File: src/rtl/gvc_pkg.sv
// Shared types, widths and colour constants for the gauge value to GRB colour block.
// No dependencies.
package gvc_pkg;

  localparam int VAL_W    = 16;
  localparam int NUM_W    = 24;
  localparam int DIV_W    = 17;
  localparam int QUO_W    = 8;
  localparam int CFG_IDX_W = 4;
  localparam int CFG_DAT_W = 16;

  localparam logic [CFG_IDX_W-1:0] CFG_THRESHOLD = 4'd0;
  localparam logic [CFG_IDX_W-1:0] CFG_SPAN      = 4'd1;

  localparam logic [VAL_W-1:0] SPAN_RESET = 16'd1000;

  localparam logic [1:0] KIND_OFF  = 2'd0;
  localparam logic [1:0] KIND_CRIT = 2'd1;
  localparam logic [1:0] KIND_HIGH = 2'd2;
  localparam logic [1:0] KIND_GRAD = 2'd3;

  // low colour green weight and green step to the high colour
  localparam logic [7:0] LOW_G_W   = 8'd80;
  localparam logic [7:0] STEP_G_W  = 8'd175;
  localparam logic [7:0] LOW_R_W   = 8'd255;
  localparam logic [7:0] LEVEL_MAX = 8'd255;

  typedef struct packed {
    logic [VAL_W-1:0] sample_value;
    logic             led_enabled;
  } gvc_in_t;

  typedef struct packed {
    logic [7:0] green_level;
    logic [7:0] red_level;
    logic [7:0] blue_level;
  } gvc_out_t;

  typedef struct packed {
    logic [1:0]       kind;
    logic [DIV_W-1:0] div;
    logic [NUM_W-1:0] rem_g;
    logic [NUM_W-1:0] rem_r;
    logic [QUO_W-1:0] q_g;
    logic [QUO_W-1:0] q_r;
  } gvc_lane_t;

endpackage

File: src/rtl/gvc_front.sv
// Entry stage: classifies the item and forms both numerators and the divisor.
// Depends on gvc_pkg.
module gvc_front (
  input  logic                     clk,
  input  logic                     rst_n,
  input  logic                     take,
  input  gvc_pkg::gvc_in_t         item,
  input  logic [gvc_pkg::VAL_W-1:0] threshold,
  input  logic [gvc_pkg::VAL_W-1:0] span,
  output logic                     vld_o,
  output gvc_pkg::gvc_lane_t       lane_o
);
  import gvc_pkg::*;

  logic             vld_r;
  gvc_lane_t        lane_r;
  gvc_lane_t        lane_nxt;
  logic [VAL_W-1:0] t;

  always_comb begin
    t                 = item.sample_value - threshold;
    lane_nxt.div      = {1'b0, span} + DIV_W'(1);
    lane_nxt.rem_g    = NUM_W'(LOW_G_W) * NUM_W'(span) + NUM_W'(STEP_G_W) * NUM_W'(t);
    lane_nxt.rem_r    = NUM_W'(LOW_R_W) * NUM_W'(span - t);
    lane_nxt.q_g      = '0;
    lane_nxt.q_r      = '0;
    if (!item.led_enabled) begin
      lane_nxt.kind = KIND_OFF;
    end else if (item.sample_value < threshold) begin
      lane_nxt.kind = KIND_CRIT;
    end else if (t >= span) begin
      lane_nxt.kind = KIND_HIGH;
    end else begin
      lane_nxt.kind = KIND_GRAD;
    end
  end

  always_ff @(posedge clk) begin
    if (!rst_n) begin
      vld_r <= 1'b0;
    end else begin
      vld_r <= take;
    end
  end

  always_ff @(posedge clk) begin
    lane_r <= lane_nxt;
  end

  assign vld_o  = vld_r;
  assign lane_o = lane_r;

endmodule

File: src/rtl/gvc_div_cell.sv
// One restoring division step for both gradient channels, registered.
// Depends on gvc_pkg.
module gvc_div_cell #(
  parameter int STEP = 0
) (
  input  logic               clk,
  input  logic               rst_n,
  input  logic               vld_i,
  input  gvc_pkg::gvc_lane_t lane_i,
  output logic               vld_o,
  output gvc_pkg::gvc_lane_t lane_o
);
  import gvc_pkg::*;

  logic             vld_r;
  gvc_lane_t        lane_r;
  gvc_lane_t        lane_nxt;
  logic [NUM_W-1:0] dsh;
  logic             ge_g;
  logic             ge_r;

  always_comb begin
    dsh      = NUM_W'(lane_i.div) << STEP;
    ge_g     = lane_i.rem_g >= dsh;
    ge_r     = lane_i.rem_r >= dsh;
    lane_nxt = lane_i;
    lane_nxt.rem_g = ge_g ? lane_i.rem_g - dsh : lane_i.rem_g;
    lane_nxt.rem_r = ge_r ? lane_i.rem_r - dsh : lane_i.rem_r;
    lane_nxt.q_g   = {lane_i.q_g[QUO_W-2:0], ge_g};
    lane_nxt.q_r   = {lane_i.q_r[QUO_W-2:0], ge_r};
  end

  always_ff @(posedge clk) begin
    if (!rst_n) begin
      vld_r <= 1'b0;
    end else begin
      vld_r <= vld_i;
    end
  end

  always_ff @(posedge clk) begin
    lane_r <= lane_nxt;
  end

  assign vld_o  = vld_r;
  assign lane_o = lane_r;

endmodule

File: src/rtl/gauge_value_to_grb_color_top.sv
// Top level of the gauge value to GRB colour block: config registers, division chain, output.
// Depends on gvc_pkg, gvc_front and gvc_div_cell.
//
// One item is taken every clock cycle; busy is always low. Each result appears on out_data
// with out_valid high for one cycle, once its item has passed through the registers of one entry
// stage, eight division cells (one quotient bit each, divisor span+1) and the output
// register. Results come out in input order and must be taken as they appear, since the
// receiver cannot stall. cfg_ready is always high; write configuration while no item is
// in flight.
module gauge_value_to_grb_color_top (
  input  logic                          clk,
  input  logic                          rst_n,
  input  logic                          start,
  output logic                          busy,
  input  gvc_pkg::gvc_in_t              in_data,
  output logic                          out_valid,
  output gvc_pkg::gvc_out_t             out_data,
  input  logic                          cfg_valid,
  output logic                          cfg_ready,
  input  logic [gvc_pkg::CFG_IDX_W-1:0] cfg_index,
  input  logic [gvc_pkg::CFG_DAT_W-1:0] cfg_data
);
  import gvc_pkg::*;

  logic [VAL_W-1:0] threshold_r;
  logic [VAL_W-1:0] span_r;
  logic             out_valid_r;
  gvc_out_t         out_data_r;
  gvc_out_t         out_data_nxt;

  logic      chain_vld  [QUO_W+1];
  gvc_lane_t chain_lane [QUO_W+1];

  assign busy      = 1'b0;
  assign cfg_ready = 1'b1;

  always_ff @(posedge clk) begin
    if (!rst_n) begin
      threshold_r <= '0;
      span_r      <= SPAN_RESET;
    end else if (cfg_valid) begin
      if (cfg_index == CFG_THRESHOLD) begin
        threshold_r <= cfg_data;
      end else if (cfg_index == CFG_SPAN) begin
        span_r <= cfg_data;
      end
    end
  end

  gvc_front u_front (
    .clk       (clk),
    .rst_n     (rst_n),
    .take      (start && !busy),
    .item      (in_data),
    .threshold (threshold_r),
    .span      (span_r),
    .vld_o     (chain_vld[0]),
    .lane_o    (chain_lane[0])
  );

  // cell i resolves quotient bit QUO_W-1-i
  for (genvar i = 0; i < QUO_W; i++) begin : g_cell
    gvc_div_cell #(
      .STEP (QUO_W - 1 - i)
    ) u_cell (
      .clk    (clk),
      .rst_n  (rst_n),
      .vld_i  (chain_vld[i]),
      .lane_i (chain_lane[i]),
      .vld_o  (chain_vld[i+1]),
      .lane_o (chain_lane[i+1])
    );
  end

  always_comb begin
    unique case (chain_lane[QUO_W].kind)
      KIND_OFF: begin
        out_data_nxt = '{green_level: 8'd0, red_level: 8'd0, blue_level: LEVEL_MAX};
      end
      KIND_CRIT: begin
        out_data_nxt = '{green_level: 8'd0, red_level: LEVEL_MAX, blue_level: 8'd0};
      end
      KIND_HIGH: begin
        out_data_nxt = '{green_level: LEVEL_MAX, red_level: 8'd0, blue_level: 8'd0};
      end
      default: begin
        out_data_nxt = '{green_level: chain_lane[QUO_W].q_g,
                         red_level:   chain_lane[QUO_W].q_r,
                         blue_level:  8'd0};
      end
    endcase
  end

  always_ff @(posedge clk) begin
    if (!rst_n) begin
      out_valid_r <= 1'b0;
    end else begin
      out_valid_r <= chain_vld[QUO_W];
    end
  end

  always_ff @(posedge clk) begin
    out_data_r <= out_data_nxt;
  end

  assign out_valid = out_valid_r;
  assign out_data  = out_data_r;

  // remainder below divisor once all quotient bits are resolved
  a_rem_bound: assert property (@(posedge clk) disable iff (!rst_n)
    chain_vld[QUO_W] && chain_lane[QUO_W].kind == KIND_GRAD |->
      chain_lane[QUO_W].rem_g < NUM_W'(chain_lane[QUO_W].div) &&
      chain_lane[QUO_W].rem_r < NUM_W'(chain_lane[QUO_W].div))
    else $error("division remainder not below divisor");

  a_blue_only_off: assert property (@(posedge clk) disable iff (!rst_n)
    out_valid && out_data.blue_level != 8'd0 |->
      out_data.green_level == 8'd0 && out_data.red_level == 8'd0)
    else $error("blue mixed with other channels");

  a_full_green_high: assert property (@(posedge clk) disable iff (!rst_n)
    out_valid && out_data.green_level == LEVEL_MAX |->
      out_data.red_level == 8'd0 && out_data.blue_level == 8'd0)
    else $error("full green outside the high colour");

endmodule
File: config.mk
export PLATFORM = sky130hd
export DESIGN_NAME = gauge_value_to_grb_color_top
export DESIGN_NICKNAME = d
export VERILOG_FILES = /design/src/rtl/gvc_pkg.sv /design/src/rtl/gvc_front.sv /design/src/rtl/gvc_div_cell.sv /design/src/rtl/gauge_value_to_grb_color_top.sv
export SDC_FILE = /design/constraint.sdc
export NUM_CORES = 2
export LEC_CHECK = 0
export ABC_AREA = 1
export BUFFER_PORTS_ARGS = -buffer_cell sky130_fd_sc_hd__clkbuf_2
export CAP_MARGIN = 20
export CORE_AREA = 2 2 283 285
export DETAILED_ROUTE_END_ITERATION = 8
export DIE_AREA = 0 0 285 287
export REMOVE_ABC_BUFFERS = 1
export SETUP_SLACK_MARGIN = 0.05
export SYNTH_ARGS = -nofsm -noshare
export SYNTH_HDL_FRONTEND = slang
export SYNTH_SLANG_ARGS = --single-unit
File: constraint.sdc
create_clock -name clk -period 11.75 [get_ports clk]
set_input_delay 2.35 -clock clk [delete_from_list [all_inputs] [get_ports clk]]
set_output_delay 2.35 -clock clk [all_outputs]
set_load 0.05 [all_outputs]
==> results.md <==
| Metric | This run | Unit |
|:---|:---|:---|
| Routability-driven placement congestion ratio | 0.921 | - |
| Library cell contributing the largest single delay on the critical path | fa_1 | - |
| Nets@finish | 5,116 | - |
| Core ar. | 78,600 | um^2 |
| Post-CTS Hold Buffers | 0 | - |
| R2R Path Start | threshold_r[0] | - |
| WL final | 85,200 | um |
| Share of cells above drive strength 1 | 5.83 | % |
| Yosys top cell area share | 35.7 | % |
| Iteration-0 DRC Markers | 968 | - |
| Maximum fanout encountered on the critical timing path | 7 | - |
| Post-synth EDFFs | 0 | - |
| Post-route DRC violation count | 0 | - |
| Finish-stage setup viols | 0 | - |
| Most frequent cells in the layout | inv_1 (692), dfxtp_1 (669), nand2_1 (590) | - |
| CTS Root Buffer Type | clkbuf_16 | - |
| Post-route clock period utilization | 77.3 | % |
| Type of the most critical hold path | flip-flop to flip-flop | - |
| Met2 demand-to-capacity share in global routing | 43.3 | % |
| Largest area contributor in the netlist | dfxtp_1 | - |
| Initial DRT Pass Iterations | 5 | - |
| Routed Antenna Nets | 0 | - |
| Vias per cell | 4.88 | - |
| Number of setup buffers added after CTS | 0 | - |
| Smallest setup slack after layout | 2.66 | ns |
| Maximum buffer depth of the clock tree | 3 | - |
| Aggregate global-route resource usage | 21.3 | % |
| Number of max-capacitance violations reported | 0 | - |
| Peak Freq | 110 | MHz |
| Wire length per cell | 15.2 | um |
| Number of clock sinks | 669 | - |
| Via count of the first global-routing pass | 28.7k | - |
| Num rows | 103 | - |
| Placed wire-length estimate | 71,800 | um |
| Clk_lat worst skew | 0.64 | ns |
| Number of logic stages on the critical path including buffering | 38 | - |
| Busiest grt layer | met2 | - |
| Capturing element of the worst setup path | u_front.lane_o[38] | - |
| Largest net degree at the start of global routing | 43 | - |
| Overall die width | 285 | um |
| Layout overhead on the synthesized area | 10.6 | % |
| Critical Path Start | in_data[1] | - |
| Slew HR | 27.5 | % |
| Die height | 287 | um |
| Final hold slack | 0.305 | ns |
| Crit path top cell by count | nand2_1 | - |
| Boundary pin count | 68 | - |
| Input/output buffers | 65 | - |
| Most common cell after layout, fill and taps aside | inv_1 | - |
| Slew of the pin with the lowest slew margin | 1.07 | ns |
| Final global-route overflow total | 0 | - |
| Outcome | finished, final reports clean | - |
| Endpoint of the most critical register-to-register path | u_front.lane_o[38] | - |
| Clock period minus final worst setup slack | 9.09 | ns |
| Classification of the worst setup path | primary input to flip-flop | - |
| CTS Buf Count | 74 | - |
| Post-Route Skew | 0.0332 | ns |
| TritonCTS clock tree | done | - |
| Buffers plus inverters on the worst setup path | 8 | - |
| Sequential-to-total area share from yosys stat | 35.7 | % |
| Post-Place Setup Slack | 1.99 | ns |
| Post-route setup TNS | 0 | ns |
| Met1 track demand over resource in global routing | 21.4 | % |
| Number of instances in the synthesized netlist | 4,400 | - |
| Worst path required time | 12.29 | ns |
| Endpoints failing hold | 0 | - |
| Die area | 81,800 | um^2 |
| Mapped cell area | 37,600 | um^2 |
| Unrepaired setup endpoints after global routing | no | - |
| Number of register bits inferred by synthesis | 669 | - |
| Count of pins over their slew limit | 0 | - |
| H-tree levels | 3 | - |
| CP Capture Type | flip-flop | - |
| Top FF cell, synth | dfxtp_1 | - |
| Max stage delay on crit path | 0.55 | ns |
| Synth Warn # | 0 | - |
| Post-Synthesis Mean Instance Area | 8.54 | um^2 |
| Clock transition at the registers of the reported paths | 0.06 | ns |
| Number of antenna violations at the first check in global routing | 0 | - |
| Number of gates resized after CTS | 0 | - |
| Share of flip-flops with an asynchronous set or reset after synthesis | 0 | % |
| Global-route wire length before repair | 140,000 | um |
| Via count of the routed design | 27.3k | - |
| ANT cells | 0 | - |
| Startpoint type of the worst setup path | primary input | - |
| Leading cell types by total area after synthesis | dfxtp_1 (36%), ha_1 (14%), fa_1 (8.2%) | - |
| Dominant delay contributor by cell family on the critical path | adder cells | - |
| Worst reg-to-reg setup slack | 4.20 | ns |
| GRT met3 Usage | 2.59 | % |
| Arr. time, crit path | 9.63 | ns |
| Starting density of the core | 47.8 | % |
| Count of different cell masters after synthesis | 66 | - |
| Logic depth of the worst register-to-register path | 36 | - |
-- registers in the layout (all words and copies together) (netlist names) --
name                  count
g_cell.u_cell.vld_o       8
u_front.lane_o           67
u_front.vld_o             1
g_cell.u_cell.lane_o    543
span_r                   16
threshold_r              16
out_data                 17
out_valid                 1
-- layer usage --
metal  vias to the layer above  part of all wire, %
met1                     12284                   39
li1                      14495                    -
met3                       190                  2.1
met5                         -                    0
met4                         0                  4.8
met2                       308                   54
-- stage by stage --
stage | util (%) | cell area, um^2 | instances
4_1_cts | 52.8 | 41500 | 5592
3_5_place_dp | 49.7 | 39000 | 5464
3_3_place_gp | 49.7 | 39000 | 5464
6_report | 52.8 | 41500 | 5592
5_1_grt | 52.8 | 41500 | 5592
2_1_floorplan | - | 37300 | 4334
-- cells in the mapped netlist (all sizes together), types with 2 or more instances --
master	count
a2111oi	2
a211oi	10
a21boi	6
a21o	11
a21oi	427
a221oi	9
a31o	2
a31oi	20
a41oi	3
and2	2
buf	13
clkbuf	53
conb	2
dfxtp	669
fa	154
ha	431
inv	699
mux2	4
nand2	614
nand3	148
nand3b	13
nand4	40
nor2	308
nor3	31
nor3b	2
nor4	26
o2111ai	3
o211ai	15
o21a	19
o21ai	280
o21bai	21
o221ai	3
o31ai	8
or2	9
xnor2	146
xor2	185
-- cell families (layout without fill, tap and decap cells) --
family / after synthesis / in the layout / synth area share, %
simple gates: 1197 / 1197 / 13.7
compound gates: 845 / 845 / 12.3
buf+inv: 766 / 908 / 7.76
flops: 669 / 669 / 35.7
fa+ha+maj: 585 / 585 / 22.6
xor+xnor: 331 / 331 / 7.81
mux: 5 / 5 / 0.147
other cells: 2 / 2 / 0.0200
-- layout make-up --
type / count / area, um^2
well taps: 1050 / 1310
clock buffers: 97 / 2060
repair buffers: 80 / 438
multi-input cells: 2965 / 21300
inverters: 700 / 2630
clock inverters: 31 / 450
fillers: 7533 / 37100
flip-flops and latches: 669 / 13400
-- worst min path at each step --
stage	start	endpoint	slack, ns	cells past startpoint
finish	g_cell[2].u_cell.lane_o[1]	g_cell[3].u_cell.lane_o[2]	0.30	0
global route	g_cell[6].u_cell.lane_o[6]	g_cell[7].u_cell.lane_o[7]	0.31	0
CTS	g_cell[2].u_cell.lane_o[1]	g_cell[3].u_cell.lane_o[2]	0.30	0
detailed placement	g_cell[3].u_cell.lane_o[11]	g_cell[4].u_cell.lane_o[12]	0.31	0
global placement	g_cell[6].u_cell.lane_o[0]	g_cell[7].u_cell.lane_o[1]	0.31	0
floorplan	u_front.lane_o[81]	g_cell[0].u_cell.lane_o[81]	0.31	0
Power is not shown: default switching activity piles up to over one toggle a cycle in this logic, so the estimate is an artifact.
